File: src/rtl/core/lms_pkg.sv
package lms_pkg;

    // fixed widths of the item fields
    localparam int SAMPLE_W  = 32;
    localparam int OUT_LEN_W = 11;
    localparam int CFG_IDX_W = 2;
    localparam int CFG_DAT_W = 32;

    // configuration register indexes
    localparam logic [CFG_IDX_W-1:0] CFG_TIES_OK    = 2'd0;
    localparam logic [CFG_IDX_W-1:0] CFG_DECREASING = 2'd1;

    typedef struct packed {
        logic signed [SAMPLE_W-1:0] sample;
        logic                       first;
    } t_in_item;

    typedef struct packed {
        logic [OUT_LEN_W-1:0] length_here;
        logic [OUT_LEN_W-1:0] best_so_far;
        logic                 overflow;
    } t_out_item;

    typedef enum logic [2:0] {
        ST_IDLE,
        ST_SEARCH,
        ST_CMP,
        ST_WRITE,
        ST_DONE
    } t_state;

    // controller to datapath
    typedef struct packed {
        logic load;
        logic step;
        logic finish;
        logic out_load;
    } t_cmd;

    // datapath to controller
    typedef struct packed {
        logic lo_lt_hi;
        logic out_free;
    } t_sts;

endpackage

File: src/rtl/core/lms_ctrl.sv
module lms_ctrl (
    input  logic          i_clk,
    input  logic          i_rst_n,
    input  logic          i_in_valid,
    input  lms_pkg::t_sts i_sts,
    output lms_pkg::t_cmd o_cmd,
    output logic          o_in_stall
);

    lms_pkg::t_state r_state;
    lms_pkg::t_state n_state;

    always_ff @(posedge i_clk) begin
        if (!i_rst_n) begin
            r_state <= lms_pkg::ST_IDLE;
        end else begin
            r_state <= n_state;
        end
    end

    always_comb begin
        n_state    = r_state;
        o_cmd      = '0;
        o_in_stall = 1'b1;
        unique case (r_state)
            lms_pkg::ST_IDLE: begin
                o_in_stall = 1'b0;
                if (i_in_valid) begin
                    o_cmd.load = 1'b1;
                    n_state    = lms_pkg::ST_SEARCH;
                end
            end
            lms_pkg::ST_SEARCH: begin
                // probe address goes to the ram this cycle
                n_state = i_sts.lo_lt_hi ? lms_pkg::ST_CMP : lms_pkg::ST_WRITE;
            end
            lms_pkg::ST_CMP: begin
                o_cmd.step = 1'b1;
                n_state    = lms_pkg::ST_SEARCH;
            end
            lms_pkg::ST_WRITE: begin
                o_cmd.finish = 1'b1;
                n_state      = lms_pkg::ST_DONE;
            end
            lms_pkg::ST_DONE: begin
                if (i_sts.out_free) begin
                    o_cmd.out_load = 1'b1;
                    n_state        = lms_pkg::ST_IDLE;
                end
            end
            default: begin
                n_state = lms_pkg::ST_IDLE;
            end
        endcase
    end

endmodule

File: config.mk
export PLATFORM = sky130hd
export DESIGN_NAME = lms_ctrl
export DESIGN_NICKNAME = d
export VERILOG_FILES = /design/src/rtl/core/lms_pkg.sv /design/src/rtl/core/lms_ctrl.sv
export SDC_FILE = /design/constraint.sdc
export NUM_CORES = 1
export LEC_CHECK = 0
export BUFFER_PORTS_ARGS = -buffer_cell sky130_fd_sc_hd__buf_2
export CAP_MARGIN = 20
export CELL_PAD_IN_SITES_DETAIL_PLACEMENT = 1
export CELL_PAD_IN_SITES_GLOBAL_PLACEMENT = 1
export CORE_AREA = 2 2 39 41
export CTS_CLUSTER_DIAMETER = 150
export DETAILED_ROUTE_END_ITERATION = 16
export DIE_AREA = 0 0 41 43
export PLACE_DENSITY_LB_ADDON = 0.1
export SLEW_MARGIN = 20
export SYNTH_ARGS = -nofsm -noshare
export SYNTH_HDL_FRONTEND = slang
export SYNTH_SLANG_ARGS = --single-unit
File: constraint.sdc
create_clock -name i_clk -period 1.2 [get_ports i_clk]
set_clock_uncertainty 0.2 [all_clocks]
set_input_delay 0.18 -clock i_clk [delete_from_list [all_inputs] [get_ports i_clk]]
set_output_delay 0.18 -clock i_clk [all_outputs]
set_load 0.01 [all_outputs]
==> qor.csv, run 1 <==
stage,metric,value,unit
synthesis,sequential area share after synthesis,36.6,%
critical_path,Reg2Reg Depth,4,
grt,Total GRT Usage,8.24,%
hold_path,min-delay src,i_sts[1],
outcome,status,"complete, but fails checks",
routing,antenna-violating nets left,0,
placement,DPL Wire Length,370,um
final_layout,final std cells w/o fill,52,
power_and_ir_drop,Clk pwr share,43.1,%
final_layout,Largest Register,r_state,
power_and_ir_drop,Pwr Total,0.404,mW
die,die outline area,1760,sq um
die,Die Wd,41,um
timing,Fmax,671,MHz
clock_tree,clk slew on worst S/H paths,0.04,ns
final_layout,max reg flops,3,
synthesis,cell taking the most area after synthesis,dfxtp_1,
power_and_ir_drop,leakage,0.170,nW
grt,vias in the first global route,212,
power_and_ir_drop,internal power,0.303,mW
clock_tree,Clock Latency Late Sink,0.23,ns
synthesis,Mapped Avg Cell Area,10.2,sq um
final_layout,Filler cells,158,
hold_path,Hold Path Class,in2reg,
grt,largest net degree at the start of global routing,7,
power_and_ir_drop,switching power total,0.100,mW
synthesis,Cell variety after synth,13,
critical_path,worst-path fanout max,2,
routing,residual DRC count,0,
placement,Final GP Congestion,0.673,
power_and_ir_drop,Flop pwr share,28.3,%
grt,grt met3 use,6.28,%
critical_path,R2R Setup Slk,0.01,ns
outcome,failing checks,negative setup slack,
critical_path,reg-to-reg startpoint,r_state[0]$_SDFFE_PN0P_,
final_layout,Top Registers,r_state: 3 flops,
placement,placed cell count,43,
critical_path,crit path kind,reg2out,
routing,final wirelength,545,um
routing,DR pass1 iterations,1,
timing,Slew Limit Headroom,85.7,%
timing,RSZ-0062 raised after global routing,yes,
critical_path,Reg2Reg Capture Point,r_state[2]$_SDFFE_PN0P_,
final_layout,Post-layout nets,42,
grt,met2 usage,11.9,%
synthesis,Synth top area share,36.6,%
synthesis,synthesized cell area,164,sq um
final_layout,share of cells above drive strength 1,75.0,%
clock_tree,CTS tree,done,
final_layout,Layout Utilization,26.6,%
timing,final hold viol count,0,
die,Initial Util,11.8,%
synthesis,largest cells by area after synthesis,"dfxtp_1, nor4bb_1, and4bb_2",
synthesis,Cells after Synth,16,
routing,Vias/cell,3.77,
timing,setup TNS,-1.16,ns
clock_tree,# H-tree levels,1,
critical_path,critical path capture point type,output port,
synthesis,Yosys warnings,0,
clock_tree,CTS Root Cell,clkbuf_4,
routing,First DRT Iteration DRCs,0,
synthesis,syn nets,21,
critical_path,Worst Path Arrival,1.11,ns
critical_path,Required @ worst endpoint,0.82,ns
grt,first-pass GRT wire length,883,um
hold_path,WHS Endpoint,r_state[0]$_SDFFE_PN0P_,
job,Max Cap Violations,0,
final_layout,ANT cells,0,
final_layout,most frequent cells in the layout,"buf_2, buf_6, buf_4",
power_and_ir_drop,Worst IR Drop VDD,368,uV
placement,DP Area,249,sq um
placement,dpl ws,-0.0662,ns
timing,final critical-path required period,1.49,ns
final_layout,"most common cell after layout, fill and taps aside",buf_2,
timing,worst slew pin tran,0.212,ns
final_layout,fin area,368,sq um
power_and_ir_drop,combinational share of power,28.7,%
die,total core area,1380,sq um
die,Top-Level Pins,10,
power_and_ir_drop,P per Cell Area,1100,nW/um^2
die,Die Ht,43,um
clock_tree,CTS Buf Count,3,
clock_tree,CTS max path bufs,2,
die,# rows,14,
routing,wire length per cell,10.5,um
synthesis,Yosys reg bits,3,
grt,gr busiest metal,met2,
routing,total number of vias,196,
power_and_ir_drop,sw frac,24.9,%
grt,Overflow after GRT,0,
timing,worst hold margin,0.0373,ns
timing,ratio of final minimum period to clock period,124,%
grt,initial antenna violation count,0,
final_layout,area grow syn2layout,124,%
grt,met1 usage,7.42,%
timing,Final setup viols,5,
clock_tree,Sink Count,3,
hold_path,WHS Path Cells,3,
timing,final setup margin,-0.291,ns
timing,Final Max Tran Viols,0,
critical_path,Setup crit start kind,flop,
placement,PortBufs,9,
cells in the mapped netlist, drive strengths merged:
cell type and number:
and3b 1, and4bb 1, buf 1, dfxtp 3
inv 1, nor2 1, nor3 1, nor3b 1
nor4b 1, nor4bb 2, o21a 1, o21ai 1
or3 1
routing by layer:
layer / share of wire (%) / wire length, um
met1: 38 / 207
met2: 53 / 291
met3: 8.6 / 47
met4: 0 / 0
met5: 0 / 0
cell families after synthesis:
logic type | share of synthesized area, %
AOI/OAI and AO/OA | 7.63
buffers and inverters | 6.87
DFF | 36.6
and+or+nand+nor | 48.9
power groups by stage:
stage / clock, mW / sequential, mW / combinational [mW]
final: 0.174 / 0.114 / 0.116
after global routing: 0.199 / 0.115 / 0.124
after detailed placement: 0 / 0.114 / 0.0766
after floorplan: 0 / 0.117 / 0.0385
after global placement: 0 / 0.114 / 0.0756
after CTS: 0.186 / 0.114 / 0.108
layout make-up:
type                    count  area, sq um  share of cell area, %
clock buffers               4         26.3                   7.14
well taps                  16         20.0                   5.44
repair buffers             17          131                   35.7
inverters                   1         3.75                   1.02
flip-flops and latches      3         62.6                   17.0
multi-input cells          11          124                   33.7
critical path: stages (launching register included):
cell	delay, ns
dfxtp_1	0.30
or3_4	0.39
nor2_4	0.09
buf_6	0.10
what timing repair did:
item / 4_1_cts / 5_1_grt
resized for setup: 8 / 3
buffers inserted: 4 / 0
hold endpoints to repair: 1 / 0
hold buffers: 1 / 0
endpoints found under the setup margin: 5 / 7
pin swaps: 1 / 2
worst max path at each step:
stage | start | endpoint | slack [ns] | cells after the start
after global routing | r_state[2]$_SDFFE_PN0P_ | o_cmd[3] | -0.33 | 3
after CTS | r_state[2]$_SDFFE_PN0P_ | o_cmd[3] | -0.31 | 3
after detailed placement | r_state[2]$_SDFFE_PN0P_ | o_cmd[3] | -0.07 | 3
after global placement | r_state[2]$_SDFFE_PN0P_ | o_cmd[3] | -0.06 | 3
after floorplan | r_state[2]$_SDFFE_PN0P_ | o_cmd[3] | -0.04 | 2
final | r_state[2]$_SDFFE_PN0P_ | o_cmd[3] | -0.29 | 3
Power figures use the tool's default switching activity.
==> run 2, diff against run 1 <==
- CORE_AREA: 2 2 39 41 -> 5 5 42 44
- DIE_AREA: 0 0 41 43 -> 0 0 47 49
==> run 2 against run 1 <==
  * The run still ends with negative setup slack left
  * Register-to-register slack got worse by 0.13 ns
  * Die area rose by 31%
  * Final area did not move
  * Largest power group unchanged
==> qor.csv, run 2 (synthesis results as in run 1) <==
stage,metric,value,unit,change
outcome,status,"complete, but fails checks",,unchanged
outcome,failing checks,negative setup slack,,unchanged
die,Top-Level Pins,10,,unchanged
hold_path,Hold Path Class,in2reg,,unchanged
critical_path,critical path capture point type,output port,,unchanged
critical_path,Reg2Reg Depth,5,,was 4
power_and_ir_drop,P per Cell Area,1100,nW/um^2,about the same
critical_path,crit path kind,reg2out,,unchanged
timing,final critical-path required period,1.50,ns,was 1.49 ns
timing,final setup margin,-0.298,ns,was -0.291 ns
final_layout,ANT cells,0,,unchanged
power_and_ir_drop,Pwr Total,0.405,mW,was 0.404 mW
final_layout,Filler cells,170,,was 158
timing,setup TNS,-1.46,ns,was -1.16 ns
critical_path,reg-to-reg startpoint,r_state[1]$_SDFFE_PN0P_,,was r_state[0]$_SDFFE_PN0P_
final_layout,Largest Register,r_state,,unchanged
final_layout,share of cells above drive strength 1,75.7,%,was 75.0%
timing,Slew Limit Headroom,83.0,%,was 85.7%
die,Die Wd,47,um,was 41 um
critical_path,Setup crit start kind,flop,,unchanged
routing,total number of vias,202,,was 196
timing,final hold viol count,0,,unchanged
clock_tree,# H-tree levels,1,,unchanged
die,total core area,1400,sq um,was 1380 sq um
routing,First DRT Iteration DRCs,1,,was 0
routing,DR pass1 iterations,2,,was 1
critical_path,Worst Path Arrival,1.12,ns,was 1.11 ns
routing,antenna-violating nets left,0,,unchanged
critical_path,slowest CP cell,or3_4,,unchanged
clock_tree,Clock Latency Late Sink,0.23,ns,about the same
power_and_ir_drop,Worst IR Drop VDD,368,uV,about the same
power_and_ir_drop,leakage,0.177,nW,was 0.170 nW
hold_path,WHS Endpoint,r_state[2]$_SDFFE_PN0P_,,was r_state[0]$_SDFFE_PN0P_
timing,RSZ-0062 raised after global routing,yes,,unchanged
final_layout,most frequent cells in the layout,"buf_2, buf_6, buf_4",,unchanged
die,die outline area,2300,sq um,was 1760 sq um
job,Max Cap Violations,0,,unchanged
timing,Fmax,667,MHz,was 671 MHz
clock_tree,CTS max path bufs,2,,unchanged
placement,dpl ws,-0.0784,ns,was -0.0662 ns
clock_tree,CTS Root Cell,clkbuf_4,,unchanged
placement,PortBufs,9,,unchanged
hold_path,min-delay src,i_rst_n,,was i_sts[1]
final_layout,fin area,368,sq um,unchanged
grt,largest net degree at the start of global routing,7,,unchanged
routing,final wirelength,585,um,was 545 um
placement,Final GP Congestion,0.655,,was 0.673
timing,Final Max Tran Viols,0,,unchanged
timing,worst slew pin tran,0.252,ns,was 0.212 ns
timing,ratio of final minimum period to clock period,125,%,was 124%
final_layout,area grow syn2layout,124,%,unchanged
die,Die Ht,49,um,was 43 um
routing,wire length per cell,11.0,um,was 10.5 um
clock_tree,clk slew on worst S/H paths,0.03,ns,was 0.04 ns
final_layout,Post-layout nets,43,,was 42
grt,Total GRT Usage,5.20,%,was 8.24%
placement,placed cell count,45,,was 43
critical_path,slowest cell delay on critical path,0.40,ns,was 0.39 ns
hold_path,WHS Path Cells,2,,was 3
final_layout,final std cells w/o fill,53,,was 52
die,Initial Util,11.7,%,was 11.8%
clock_tree,Sink Count,3,,unchanged
grt,Overflow after GRT,0,,unchanged
final_layout,max reg flops,3,,unchanged
clock_tree,CTS Buf Count,3,,unchanged
critical_path,CP Cell Sequence,or3_4 > nor2_4 > buf_6,,unchanged
timing,Final setup viols,7,,was 5
critical_path,R2R Setup Slk,-0.12,ns,was 0.01 ns
routing,Vias/cell,3.81,,was 3.77
critical_path,Reg2Reg Capture Point,r_state[0]$_SDFFE_PN0P_,,was r_state[2]$_SDFFE_PN0P_
critical_path,Required @ worst endpoint,0.82,ns,about the same
placement,DP Area,264,sq um,was 249 sq um
clock_tree,CTS tree,done,,unchanged
grt,initial antenna violation count,0,,unchanged
die,# rows,14,,unchanged
grt,first-pass GRT wire length,828,um,was 883 um
grt,vias in the first global route,204,,was 212
final_layout,Top Registers,r_state: 3 flops,,unchanged
routing,residual DRC count,0,,unchanged
critical_path,worst-path fanout max,2,,unchanged
[run 2: cell count changes in the layout (fill, tap and decap cells not counted)]
cell	change
nor4b_4	-1
o21ai_0	-1
dfxtp_2	-1
dlygate4sd3_1	-1
o21ai_1	+1
buf_6	+2
dfxtp_4	+1
nor4b_1	+1
[run 2: worst max-delay path by stage]
| stage | startpoint | endpoint | slack, ns | cells past startpoint |
|---|---|---|---|---|
| final | r_state[2]$_SDFFE_PN0P_ | o_cmd[3] | -0.30 | 3 |
| after global routing | r_state[2]$_SDFFE_PN0P_ | o_cmd[3] | -0.33 | 3 |
| after CTS | r_state[2]$_SDFFE_PN0P_ | o_cmd[3] | -0.32 | 3 |
| after detailed placement | r_state[2]$_SDFFE_PN0P_ | o_cmd[3] | -0.08 | 3 |
| after global placement | r_state[2]$_SDFFE_PN0P_ | o_cmd[3] | -0.06 | 3 |
| after floorplan | r_state[2]$_SDFFE_PN0P_ | o_cmd[3] | -0.04 | 2 |
[run 2: layout make-up]
class | instances | area, sq um | share of cell area, %
repair buffers | 18 | 144 | 39.1
inverters | 1 | 3.75 | 1.02
multi-input cells | 11 | 109 | 29.6
well taps | 16 | 20.0 | 5.44
clock buffers | 4 | 26.3 | 7.14
flip-flops and latches | 3 | 65.1 | 17.7
[run 2: timing repair]
| action | CTS | global route |
|---|---|---|
| gates resized for setup | 9 | 4 |
| endpoints found under the setup margin | 5 | 7 |
| hold buffers | 0 | 0 |
| pin swaps | 1 | 1 |
| buffers inserted | 2 | 2 |
[run 2: where the power goes]
group / switching (mW) / internal (mW)
clock network: 0.0513 / 0.125
registers: 0.00635 / 0.108
logic: 0.0429 / 0.0721
total: 0.101 / 0.304
[run 2: routing by layer]
layer	share of wire, %	up-vias	GRT usage, %	wire length, um
li1	-	101	-	-
met1	37	95	5.91	215
met2	55	6	7.01	323
met3	7.9	0	3.69	46
met4	0	0	2.76	0
met5	0	-	0	0
[run 2: per-stage QoR]
step,util (%),hold WS [ns]
after CTS,24.2,0.000680
after detailed placement,18.8,0.244
after global routing,26.3,0.0290
after global placement,18.8,0.241
after floorplan,-,0.0978
final,26.3,0.0109
[run 2: worst max-delay path, delay by kind of cell, from the launching register on]
family / cells / cell delay (ns)
buffers and inverters: 1 / 0.10
and+or+nand+nor: 2 / 0.49
DFF: 1 / 0.30
==> run 3, diff against run 2 <==
- CELL_PAD_IN_SITES_DETAIL_PLACEMENT: 1 -> default
- CELL_PAD_IN_SITES_GLOBAL_PLACEMENT: 1 -> default
- PLACE_DENSITY_LB_ADDON: 0.1 -> default
==> run 3 against run 2 <==
  * Final cell count fell by 1.9%
  * Sequential cell count did not move
  * The run still ends with negative setup slack left
  * Die area did not move
  * Highest routed layer unchanged
  * Sequential share of layout area rose by 0.083 points
  * Hold slack improved by 0.054 ns
  * Power barely moved
  * Combinational power fell by 6%
  * Global-route usage rose by 0.50 points
  * Non-clock buffer count fell by 1
  * Largest cell class unchanged
  * Utilization fell by 0.63 points
==> qor.csv, run 3 (synthesis results as in run 1) <==
stage,metric,value,unit,change
critical_path,reg-to-reg startpoint,r_state[0]$_SDFFE_PN0P_,,was r_state[1]$_SDFFE_PN0P_
critical_path,Setup crit start,r_state[0]$_SDFFE_PN0P_,,was r_state[2]$_SDFFE_PN0P_
timing,final critical-path required period,1.50,ns,about the same
timing,final hold viol count,0,,unchanged
final_layout,share of cells above drive strength 1,77.8,%,was 75.7%
timing,Final setup viols,6,,was 7
grt,largest net degree at the start of global routing,7,,unchanged
final_layout,area grow syn2layout,119,%,was 124%
final_layout,Filler cells,160,,was 170
clock_tree,CTS tree,done,,unchanged
clock_tree,# H-tree levels,1,,unchanged
critical_path,Worst Path Arrival,1.12,ns,about the same
timing,Slew Limit Headroom,83.9,%,was 83.0%
critical_path,Reg2Reg Depth,5,,unchanged
final_layout,Register Area,63.8,sq um,was 65.1 sq um
final_layout,Top Registers,r_state: 3 flops,,unchanged
timing,Fmax,666,MHz,was 667 MHz
die,die outline area,2300,sq um,unchanged
final_layout,final std cells w/o fill,52,,was 53
final_layout,Post-layout nets,42,,was 43
routing,total number of vias,203,,was 202
die,# rows,14,,unchanged
placement,dpl ws,-0.0643,ns,was -0.0784 ns
final_layout,"most common cell after layout, fill and taps aside",buf_2,,
final_layout,max reg flops,3,,unchanged
routing,DR pass1 iterations,1,,was 2
grt,first-pass GRT wire length,862,um,was 828 um
hold_path,Hold Path Class,in2reg,,unchanged
placement,PortBufs,9,,unchanged
placement,placed cell count,43,,was 45
timing,final setup margin,-0.301,ns,was -0.298 ns
power_and_ir_drop,leakage,0.172,nW,was 0.177 nW
routing,final wirelength,533,um,was 585 um
placement,DP Area,249,sq um,was 264 sq um
clock_tree,Sink Count,3,,unchanged
critical_path,crit path capture,o_cmd[3],,unchanged
die,Initial Util,11.7,%,unchanged
timing,Final Max Tran Viols,0,,unchanged
routing,First DRT Iteration DRCs,0,,was 1
power_and_ir_drop,P per Cell Area,1130,nW/um^2,was 1100 nW/um^2
final_layout,most frequent cells in the layout,"buf_2, buf_6, buf_4",,unchanged
power_and_ir_drop,Worst IR Drop VDD,218,uV,was 368 uV
grt,initial antenna violation count,0,,unchanged
final_layout,fin area,359,sq um,was 368 sq um
grt,Total GRT Usage,5.70,%,was 5.20%
routing,wire length per cell,10.3,um,was 11.0 um
outcome,failing checks,negative setup slack,,unchanged
die,Die Ht,49,um,unchanged
clock_tree,clk slew on worst S/H paths,0.04,ns,was 0.03 ns
critical_path,Setup crit start kind,flop,,unchanged
die,total core area,1400,sq um,unchanged
clock_tree,CTS Buf Count,3,,unchanged
critical_path,Required @ worst endpoint,0.82,ns,about the same
placement,Final GP Congestion,0.601,,was 0.655
routing,Vias/cell,3.90,,was 3.81
grt,Overflow after GRT,0,,unchanged
critical_path,critical path capture point type,output port,,unchanged
timing,worst slew pin tran,0.238,ns,was 0.252 ns
outcome,status,"complete, but fails checks",,unchanged
clock_tree,CTS Root Cell,clkbuf_4,,unchanged
critical_path,crit path kind,reg2out,,unchanged
clock_tree,Clock Latency Late Sink,0.24,ns,was 0.23 ns
grt,vias in the first global route,189,,was 204
die,Top-Level Pins,10,,unchanged
critical_path,Reg2Reg Capture Point,r_state[2]$_SDFFE_PN0P_,,was r_state[0]$_SDFFE_PN0P_
timing,RSZ-0062 raised after global routing,yes,,unchanged
die,Die Wd,47,um,unchanged
timing,ratio of final minimum period to clock period,125,%,about the same
final_layout,Multi-input gate area,114,sq um,was 109 sq um
timing,worst hold margin,0.0645,ns,was 0.0109 ns
routing,residual DRC count,0,,unchanged
job,Max Cap Violations,0,,unchanged
final_layout,Largest Register,r_state,,unchanged
critical_path,worst-path fanout max,2,,unchanged
final_layout,ANT cells,0,,unchanged
routing,antenna-violating nets left,0,,unchanged
critical_path,R2R Setup Slk,-0.15,ns,was -0.12 ns
clock_tree,CTS max path bufs,2,,unchanged
[run 3: changes by cell type in the layout (fill, tap and decap cells not counted), sizes merged]
cell / before / now
dlygate4sd3: 0 / 1
buf: 18 / 16
[run 3: area by class of cell]
type | count | area share [%]
clock buffers | 4 | 7.32
inverters | 1 | 1.05
multi-input cells | 11 | 31.7
flip-flops and latches | 3 | 17.8
well taps | 16 | 5.57
repair buffers | 17 | 36.6
[run 3: worst max-delay path, cell delays in order (launching register included)]
cell	delay, ns
dfxtp_2	0.32
or3_4	0.38
nor2_4	0.09
buf_6	0.10
[run 3: worst min-delay path by stage]
stage / slack (ns) / endpoint / startpoint / cells past startpoint
2_1_floorplan: 0.1 / r_state[2]$_SDFFE_PN0P_ / i_rst_n / 1
3_3_place_gp: 0.22 / r_state[2]$_SDFFE_PN0P_ / i_rst_n / 2
3_5_place_dp: 0.23 / r_state[2]$_SDFFE_PN0P_ / i_rst_n / 2
4_1_cts: 0.02 / r_state[0]$_SDFFE_PN0P_ / i_sts[1] / 3
5_1_grt: 0.07 / r_state[0]$_SDFFE_PN0P_ / i_sts[1] / 3
6_report: 0.06 / r_state[2]$_SDFFE_PN0P_ / i_sts[0] / 3
[run 3: per-layer routing]
layer  vias up  routed length, um  GRT usage, %
met5         -                  0             0
met4         0                  0          2.76
met3         0                 72          5.90
met2         7                289          7.69
met1        96                171          5.48
li1        100                  -             -
[run 3: timing repair]
action | 4_1_cts | 5_1_grt
setup endpoints to repair | 5 | 7
pin swaps | 1 | 2
gates resized for setup | 7 | 4
hold buffers | 1 | 0
setup buffers | 3 | 1
hold endpoints to repair | 1 | 0
[run 3: report_power, final]
part | switching (mW) | total [mW] | leakage (nW) | internal, mW
combinational | 0.0419 | 0.108 | 0.131 | 0.0665
sequential | 0.00613 | 0.115 | 0.0258 | 0.109
clock | 0.0571 | 0.182 | 0.0150 | 0.125
total | 0.105 | 0.405 | 0.172 | 0.300
[run 3: through the flow]
| step | power [mW] | utilization, % | TNS [ns] |
|---|---|---|---|
| after detailed placement | 0.189 | 17.8 | -0.0922 |
| after global placement | 0.187 | 17.8 | -0.0744 |
| final | 0.405 | 25.6 | -1.33 |
| after global routing | 0.438 | 25.6 | -1.65 |
| after CTS | 0.398 | 23.9 | -1.22 |
| after floorplan | 0.156 | - | -0.0360 |
